**src/epoch_seconds_calendar_convert_macros.svh**
```systemverilog
// ----------------------------------------------------------------------------
// epoch seconds calendar converter assertion macros
// shared property shorthands for the converter's checks
// ----------------------------------------------------------------------------
`ifndef EPOCH_SECONDS_CALENDAR_CONVERT_MACROS_SVH
`define EPOCH_SECONDS_CALENDAR_CONVERT_MACROS_SVH

// same-cycle implication
`define ESCC_ASSERT_NOW(label, ck, rs, ante, cons, msg) \
  label: assert property (@(posedge ck) disable iff (rs) (ante) |-> (cons)) \
    else $error(msg);

// next-cycle implication
`define ESCC_ASSERT_NEXT(label, ck, rs, ante, cons, msg) \
  label: assert property (@(posedge ck) disable iff (rs) (ante) |=> (cons)) \
    else $error(msg);

`endif

```
**src/escc_pkg.sv**
```systemverilog
// ----------------------------------------------------------------------------
// escc_pkg
// types, constants and calendar helpers for the epoch seconds converter
// ----------------------------------------------------------------------------
`default_nettype none

package escc_pkg;

  localparam int DATA_W = 72;

  localparam logic [11:0] EPOCH_YEAR   = 12'd1970;
  localparam logic [31:0] SECS_PER_DAY = 32'd86400;
  localparam logic [11:0] SECS_PER_HR  = 12'd3600;
  localparam logic [5:0]  SECS_PER_MIN = 6'd60;
  localparam logic [3:0]  LAST_MONTH   = 4'd12;
  localparam logic [3:0]  MONTH_CAP    = 4'd13;

  // reciprocals for the split: x / 675 as (x * DAY_RECIP) >> 35,
  // x / 225 as (x * HOUR_RECIP) >> 21, x / 15 as (x * MIN_RECIP) >> 14
  localparam logic [25:0] DAY_RECIP  = 26'd50903317;
  localparam logic [13:0] HOUR_RECIP = 14'd9321;
  localparam logic [10:0] MIN_RECIP  = 11'd1093;

  localparam logic [4:0] MONTH_LEN [12] = '{
    5'd31, 5'd28, 5'd31, 5'd30, 5'd31, 5'd30,
    5'd31, 5'd31, 5'd30, 5'd31, 5'd30, 5'd31
  };

  typedef enum logic [3:0] {
    S_IDLE,
    S_DIV_DAY,
    S_INIT_HOUR,
    S_DIV_HOUR,
    S_INIT_MIN,
    S_DIV_MIN,
    S_SPLIT_END,
    S_YEAR,
    S_MONTH,
    S_MUL,
    S_SUM,
    S_FINISH
  } state_t;

  typedef enum logic [3:0] {
    OP_NONE,
    OP_LOAD,
    OP_DIV_DAY,
    OP_HOUR_INIT,
    OP_DIV_HOUR,
    OP_MIN_INIT,
    OP_DIV_MIN,
    OP_SPLIT_END,
    OP_YEAR_STEP,
    OP_MON_STEP,
    OP_MUL,
    OP_SUM,
    OP_FINISH
  } dp_op_t;

  typedef struct packed {
    logic req_date;
    logic year_more;
    logic mon_more;
  } dp_status_t;

  // gregorian leap test, y / 100 by reciprocal with one correction
  function automatic logic is_leap(input logic [11:0] y);
    logic [17:0] prod;
    logic [5:0]  q;
    logic [12:0] r;
    logic [5:0]  qc;
    logic [12:0] rc;
    prod = 18'(y) * 18'd41;
    q    = prod[17:12];
    r    = {1'b0, y} - 13'(q) * 13'd100;
    if (r[12]) begin
      qc = q - 6'd1;
      rc = r + 13'd100;
    end else begin
      qc = q;
      rc = r;
    end
    return (y[1:0] == 2'd0) && ((rc != 13'd0) || (qc[1:0] == 2'd0));
  endfunction

  function automatic logic [8:0] year_days(input logic [11:0] y);
    return is_leap(y) ? 9'd366 : 9'd365;
  endfunction

  function automatic logic [4:0] month_days(input logic [11:0] y, input logic [3:0] m);
    logic [3:0] idx;
    idx = m - 4'd1;
    if (m == 4'd2 && is_leap(y))
      return 5'd29;
    else if (m >= 4'd1 && m <= LAST_MONTH)
      return MONTH_LEN[idx];
    else
      return 5'd0;
  endfunction

endpackage

`default_nettype wire

```
**src/escc_ctrl.sv**
```systemverilog
// ----------------------------------------------------------------------------
// escc_ctrl
// sequencer for the divide, year and month loops and the output slot
// ----------------------------------------------------------------------------
`default_nettype none

module escc_ctrl (
  input  wire logic                clk,
  input  wire logic                rst,
  input  wire logic                s_tvalid,
  output logic                     s_tready,
  input  wire logic                s_tuser,
  output logic                     m_tvalid,
  input  wire logic                m_tready,
  input  wire escc_pkg::dp_status_t status,
  output escc_pkg::dp_op_t         op
);
  import escc_pkg::*;

  state_t     state, state_next;
  logic       out_valid, out_valid_next;

  always_ff @(posedge clk) begin
    if (rst) begin
      state     <= S_IDLE;
      out_valid <= 1'b0;
    end else begin
      state     <= state_next;
      out_valid <= out_valid_next;
    end
  end

  always_comb begin
    state_next = state;
    op         = OP_NONE;
    s_tready   = 1'b0;
    unique case (state)
      S_IDLE: begin
        s_tready = 1'b1;
        if (s_tvalid) begin
          op         = OP_LOAD;
          state_next = s_tuser ? S_YEAR : S_DIV_DAY;
        end
      end
      S_DIV_DAY: begin
        op         = OP_DIV_DAY;
        state_next = S_INIT_HOUR;
      end
      S_INIT_HOUR: begin
        op         = OP_HOUR_INIT;
        state_next = S_DIV_HOUR;
      end
      S_DIV_HOUR: begin
        op         = OP_DIV_HOUR;
        state_next = S_INIT_MIN;
      end
      S_INIT_MIN: begin
        op         = OP_MIN_INIT;
        state_next = S_DIV_MIN;
      end
      S_DIV_MIN: begin
        op         = OP_DIV_MIN;
        state_next = S_SPLIT_END;
      end
      S_SPLIT_END: begin
        op         = OP_SPLIT_END;
        state_next = S_YEAR;
      end
      S_YEAR: begin
        if (status.year_more) op = OP_YEAR_STEP;
        else state_next = S_MONTH;
      end
      S_MONTH: begin
        if (status.mon_more) op = OP_MON_STEP;
        else state_next = status.req_date ? S_MUL : S_FINISH;
      end
      S_MUL: begin
        op         = OP_MUL;
        state_next = S_SUM;
      end
      S_SUM: begin
        op         = OP_SUM;
        state_next = S_FINISH;
      end
      S_FINISH: begin
        if (!out_valid || m_tready) begin
          op         = OP_FINISH;
          state_next = S_IDLE;
        end
      end
      default: state_next = S_IDLE;
    endcase
  end

  always_comb begin
    if (op == OP_FINISH) out_valid_next = 1'b1;
    else if (m_tready)   out_valid_next = 1'b0;
    else                 out_valid_next = out_valid;
  end

  assign m_tvalid = out_valid;

endmodule

`default_nettype wire

```
**src/escc_dp.sv**
```systemverilog
// ----------------------------------------------------------------------------
// escc_dp
// reciprocal-multiply split, year/month accumulators and the result register
// ----------------------------------------------------------------------------
`default_nettype none

module escc_dp (
  input  wire logic                          clk,
  input  wire escc_pkg::dp_op_t              op,
  input  wire logic                          s_tuser,
  input  wire logic [escc_pkg::DATA_W-1:0]   s_tdata,
  output escc_pkg::dp_status_t               status,
  output logic [escc_pkg::DATA_W-1:0]        m_tdata
);
  import escc_pkg::*;

  // latched request
  logic        req;
  logic [31:0] secs_in;
  logic [11:0] year_in;
  logic [3:0]  month_in;
  logic [4:0]  day_in;
  logic [4:0]  hour_in;
  logic [5:0]  minute_in;
  logic [5:0]  second_in;

  // working registers
  logic [31:0] work;
  logic [15:0] day_cnt;
  logic [4:0]  hour_r;
  logic [5:0]  minute_r;
  logic [5:0]  second_r;
  logic [11:0] yr;
  logic [3:0]  mon;

  // result register
  logic [31:0] out_seconds;
  logic [11:0] out_year;
  logic [3:0]  out_month;
  logic [4:0]  out_day;
  logic [4:0]  out_hour;
  logic [5:0]  out_minute;
  logic [5:0]  out_second;

  logic [50:0] day_q_prod;
  logic [26:0] hour_q_prod;
  logic [20:0] min_q_prod;
  logic [8:0]  yd;
  logic [11:0] mon_year;
  logic [4:0]  md;
  logic [3:0]  mon_lim;
  logic [48:0] day_prod;
  logic [16:0] hms;

  always_comb begin
    // seconds / 86400 as (seconds / 128) / 675
    day_q_prod  = 51'(work[31:7]) * 51'(DAY_RECIP);
    // remainder / 3600 as (remainder / 16) / 225
    hour_q_prod = 27'(work[16:4]) * 27'(HOUR_RECIP);
    // remainder / 60 as (remainder / 4) / 15
    min_q_prod  = 21'(work[11:2]) * 21'(MIN_RECIP);
    yd       = year_days(yr);
    mon_year = req ? year_in : yr;
    md       = month_days(mon_year, mon);
    mon_lim  = (month_in > MONTH_CAP) ? MONTH_CAP : month_in;
    day_prod = 49'(work) * 49'(SECS_PER_DAY);
    hms      = 17'(hour_in) * 17'(SECS_PER_HR) + 17'(minute_in) * 17'(SECS_PER_MIN)
             + 17'(second_in);
    status.req_date  = req;
    status.year_more = req ? (yr < year_in) : (day_cnt >= 16'(yd));
    status.mon_more  = req ? (mon < mon_lim)
                           : ((mon < LAST_MONTH) && (day_cnt >= 16'(md)));
  end

  always_ff @(posedge clk) begin
    case (op)
      OP_LOAD: begin
        req       <= s_tuser;
        secs_in   <= s_tdata[31:0];
        year_in   <= s_tdata[43:32];
        month_in  <= s_tdata[47:44];
        day_in    <= s_tdata[52:48];
        hour_in   <= s_tdata[57:53];
        minute_in <= s_tdata[63:58];
        second_in <= s_tdata[69:64];
        // day zero wraps to minus one
        work      <= s_tuser ? (32'(s_tdata[52:48]) - 32'd1) : s_tdata[31:0];
        yr        <= EPOCH_YEAR;
        mon       <= 4'd1;
      end
      OP_DIV_DAY: day_cnt <= day_q_prod[50:35];
      OP_HOUR_INIT: work <= work - 32'(day_cnt) * SECS_PER_DAY;
      OP_DIV_HOUR: hour_r <= hour_q_prod[25:21];
      OP_MIN_INIT: work <= work - 32'(hour_r) * 32'(SECS_PER_HR);
      OP_DIV_MIN: minute_r <= min_q_prod[19:14];
      OP_SPLIT_END: second_r <= work[5:0] - 6'(12'(minute_r) * 12'(SECS_PER_MIN));
      OP_YEAR_STEP: begin
        if (req) work <= work + 32'(yd);
        else day_cnt <= day_cnt - 16'(yd);
        yr <= yr + 12'd1;
      end
      OP_MON_STEP: begin
        if (req) work <= work + 32'(md);
        else day_cnt <= day_cnt - 16'(md);
        mon <= mon + 4'd1;
      end
      OP_MUL: work <= day_prod[31:0];
      OP_SUM: work <= work + 32'(hms);
      OP_FINISH: begin
        out_seconds <= req ? work : secs_in;
        out_year    <= req ? year_in : yr;
        out_month   <= req ? month_in : mon;
        out_day     <= req ? day_in : 5'(day_cnt + 16'd1);
        out_hour    <= req ? hour_in : hour_r;
        out_minute  <= req ? minute_in : minute_r;
        out_second  <= req ? second_in : second_r;
      end
      default: ;
    endcase
  end

  assign m_tdata = {2'b00, out_second, out_minute, out_hour, out_day,
                    out_month, out_year, out_seconds};

endmodule

`default_nettype wire

```
**src/epoch_seconds_calendar_convert.sv**
```systemverilog
// ----------------------------------------------------------------------------
// epoch_seconds_calendar_convert
// converts 32-bit unix seconds to a gregorian date and time and back
//
// channel   dir  tdata bits (low first)                       tuser
// s_*       in   seconds 32, year 12, month 4, day 5,          req_type
//                hour 5, minute 6, second 6, pad 2
// m_*       out  seconds 32, year 12, month 4, day 5,          -
//                hour 5, minute 6, second 6, pad 2
//
// one request at a time; s_tready is high only while the sequencer is idle
// seconds to date: take the request, split it by reciprocal multiplies, step
//   once per year past 1970 and once per month, leave each loop, then load
//   the result
// date to seconds: take the request, step once per year from 1970 to year_in
//   and once per month, multiply by 86400, add the time, load the result
// a held result does not block the next request until it must be replaced
// synchronous reset clears only the sequencer and the result valid flag
// ----------------------------------------------------------------------------
`default_nettype none

`include "epoch_seconds_calendar_convert_macros.svh"

module epoch_seconds_calendar_convert (
  input  wire logic                         clk,
  input  wire logic                         rst,
  input  wire logic                         s_tvalid,
  output logic                              s_tready,
  // seconds_in, year_in, month_in, day_in, hour_in, minute_in, second_in
  input  wire logic [escc_pkg::DATA_W-1:0]  s_tdata,
  // req_type
  input  wire logic                         s_tuser,
  output logic                              m_tvalid,
  input  wire logic                         m_tready,
  // seconds_out, year_out, month_out, day_out, hour_out, minute_out, second_out
  output logic [escc_pkg::DATA_W-1:0]       m_tdata
);
  import escc_pkg::*;

  dp_op_t     op;
  dp_status_t status;

  escc_ctrl u_ctrl (
    .clk      (clk),
    .rst      (rst),
    .s_tvalid (s_tvalid),
    .s_tready (s_tready),
    .s_tuser  (s_tuser),
    .m_tvalid (m_tvalid),
    .m_tready (m_tready),
    .status   (status),
    .op       (op)
  );

  escc_dp u_dp (
    .clk     (clk),
    .op      (op),
    .s_tuser (s_tuser),
    .s_tdata (s_tdata),
    .status  (status),
    .m_tdata (m_tdata)
  );

  `ESCC_ASSERT_NEXT(a_busy_after_req, clk, rst, s_tvalid && s_tready, !s_tready, "ready after request")
  `ESCC_ASSERT_NOW(a_load_on_req, clk, rst, op == OP_LOAD, s_tvalid && s_tready, "load without request")
  `ESCC_ASSERT_NEXT(a_finish_valid, clk, rst, op == OP_FINISH, m_tvalid, "result not presented")

endmodule

`default_nettype wire
```
**config.mk**
```make
export PLATFORM = sky130hd
export DESIGN_NAME = epoch_seconds_calendar_convert
export DESIGN_NICKNAME = d
export VERILOG_FILES = /design/src/escc_pkg.sv /design/src/escc_ctrl.sv /design/src/escc_dp.sv /design/src/epoch_seconds_calendar_convert.sv
export VERILOG_INCLUDE_DIRS = /design/src /design/src/src
export SDC_FILE = /design/constraint.sdc
export NUM_CORES = 2
export LEC_CHECK = 0
export ABC_CLOCK_PERIOD_IN_PS = 18200
export BUFFER_PORTS_ARGS = -buffer_cell sky130_fd_sc_hd__buf_2
export CAP_MARGIN = 5
export CORE_ASPECT_RATIO = 0.9
export CORE_UTILIZATION = 60
export CTS_CLUSTER_SIZE = 14
export DETAILED_ROUTE_END_ITERATION = 10
export GPL_ROUTABILITY_DRIVEN = 1
export PLACE_DENSITY_LB_ADDON = 0.12
export SLEW_MARGIN = 10
export SYNTH_ARGS = -nofsm -noshare
export SYNTH_HDL_FRONTEND = slang
export SYNTH_SLANG_ARGS = --single-unit
```
**constraint.sdc**
```tcl
create_clock -name clk -period 18.2 [get_ports clk]
set_clock_uncertainty 0.1 [all_clocks]
set_input_delay 2.73 -clock clk [delete_from_list [all_inputs] [get_ports clk]]
set_output_delay 2.73 -clock clk [all_outputs]
set_load 0.005 [all_outputs]
```
==> results.tsv <==
metric	value	unit
DRC	0	
Pre-Repair DR Iteration Count	8	
commonest non-fill, non-tap cell in the layout	ha_1	
top sig layer	met5	
Routed WL	97.6	mm
Post-Syn Area	37500	um2
Synth Warn #	0	
number of enable flip-flop cells after synthesis	222	
H-tree levels	1	
Setup Fix Bufs, Post-CTS	0	
ys flop type	edfxtp_1	
Die Wd	265	um
antenna viol nets, final	0	
RD Place Congestion	0.959	
row cnt	86	
DP HPWL	79.2	mm
routed via count	27700	
worst relative slew slack	21.8	%
Tmin final	15.68	ns
Final Hold Fails	0	
GRT Total Usage	31.4	%
initial DRC count	2179	
critical setup path kind	reg -> reg	
routed vias/inst	5.73	
metal3 WL	7.98	mm
global-route wire length before repair	153	mm
Final #Nets	5240	
number of inserted diodes	0	
Port Buf Inserts	146	
status	finished, final reports clean	
CP endpoint kind	flop	
grt total ovfl	0	
vias in the first global route	27300	
Tightest Pin Transition	1.16	ns
Die ar.	63400	um2
met1 wire length	44.6	mm
WP data required	18.42	ns
setup TNS	0	ns
clock buffer depth	3	
worst endpoint data arrival time	15.90	ns
CP max stage delay	0.84	ns
Post-CTS Resized	0	
syn_area_per_cell	9.82	um2
CP max FO	14	
Seq cells post-synth	227	
# hold bufs at CTS	0	
FMAX	63.8	MHz
Initial Utilization	61.0	%
initial antenna violation count	2	
crit share post-route	86.2	%
routed len/inst	20.2	um
Clock transition at path regs	0.06	ns
CTS Buf Count	30	
Final setup viols	0	
RSZ-0062 raised after global routing	false	
die extent in y	239	um
final slew viol count	0	
Crit path buffers/inverters	5	
slowest cell on the critical path	o21ai_0	
layout cell share with drive strength beyond 1	8.32	%
Hold Crit Class	reg -> reg	
max-cap viol count	0	
library cells used by synthesis	98	
CTS tree	done	
CP startpoint kind	flop	
fillers	5067	
largest net degree at the start of global routing	58	
Ports	151	
Root Buffer	clkbuf_16	
area delta synth->final	8.06	%
Post-Synthesis Cells	3816	
commonest cells after routing, fill and taps aside	ha_1 (846), inv_1 (774), fa_1 (337), edfxtp_1 (222), nand2_1 (168)	
TritonCTS Sinks	227	
Synth async-reset ratio	0	%
Core Footprint	61400	um2
clk_lat worst skew	0.61	ns
CP top delay family	compound AO/OA/AOI/OAI gates	
CP most frequent cell	ha_1	
DR WL met2	42.3	mm
sequential share of the synthesized area	18.1	%
==> flip-flops by register name, summed over array words and instances, names as in the netlist, 12 cells and up <==
name / count
u_dp.day_cnt: 16
u_dp.out_seconds: 32
u_dp.out_year: 12
u_dp.secs_in: 32
u_dp.work: 32
u_dp.year_in: 12
u_dp.yr: 12
==> routing by layer <==
layer | track usage, % | up-vias
met5 | 0 | -
met4 | 8.23 | 2
met3 | 5.67 | 140
met2 | 48.2 | 945
met1 | 45.3 | 13200
li1 | - | 13400
==> worst paths after layout <==
| check | slack (ns) | cells after the start | endpoint | from |
|---|---|---|---|---|
| setup / recovery | 2.52 | 64 | u_dp.work[24]$_DFFE_PP_ | u_dp.yr[3]$_SDFFCE_PN0P_ |
| hold / removal | 0.44 | 1 | u_dp.out_seconds[18]$_DFFE_PP_ | u_dp.secs_in[18]$_DFFE_PP_ |
| setup reg to reg | 2.52 | 64 | u_dp.work[24]$_DFFE_PP_ | u_dp.yr[3]$_SDFFCE_PN0P_ |
| hold reg to reg | 0.44 | 1 | u_dp.out_seconds[18]$_DFFE_PP_ | u_dp.secs_in[18]$_DFFE_PP_ |
==> per-stage QoR <==
step	utilization (%)	hold slack, ns	std cells	setup slack [ns]	cell area, um2
3_5_place_dp	64.1	0.433	4784	2.85	39400
6_report	65.9	0.444	4840	2.52	40500
2_1_floorplan	-	0.400	3817	5.00	37500
5_1_grt	65.9	0.463	4840	1.50	40500
3_3_place_gp	64.1	0.408	4784	3.15	39400
4_1_cts	65.9	0.447	4840	2.82	40500
==> worst reg2reg max path, delay by kind of cell (launching register included) <==
family / cells / cell delay [ns]
flip-flops: 1 / 0.55
AND/OR/NAND/NOR: 13 / 2.64
adder cells (fa/ha/maj): 12 / 3.91
XOR/XNOR: 4 / 0.66
buffers and inverters: 5 / 0.38
AO/OA/AOI/OAI: 30 / 7.16
==> final cells by class <==
class / count / area [um2] / area share, %
clock buffer: 34 / 766 / 1.89
timing repair buffer: 191 / 1070 / 2.64
multi-input combinational: 2755 / 27600 / 68.1
inverter: 775 / 2910 / 7.19
tap: 836 / 1050 / 2.58
sequential: 227 / 6770 / 16.7
clock inverter: 22 / 340 / 0.841
==> cells in the mapped netlist (all sizes together) (47+ instances only) <==
cell type,instances,area share [%]
a21o,77,1.5
a21oi,151,2.0
edfxtp,222,18
fa,337,18
ha,846,28
inv,775,7.8
mux2,47,1.4
nand2,170,1.7
nand2b,49,0.82
nand3,49,0.65
nor2,153,1.5
o21ai,133,1.8
xnor2,150,3.5
xor2,70,1.6
==> cells by family (layout without fill, tap and decap cells) <==
logic type | after synthesis | count (layout) | synth area share (%)
simple gates | 614 | 614 | 8.08
flops | 227 | 227 | 18.1
mux | 56 | 56 | 1.66
other cells | 1 | 2 | 0.0100
compound gates | 680 | 680 | 12.3
buf+inv | 835 | 1022 | 8.46
xor+xnor | 220 | 220 | 5.14
fa+ha+maj | 1183 | 1183 | 46.3
Power is not shown: default switching activity piles up to over one toggle a cycle in this logic, so the estimate is an artifact.
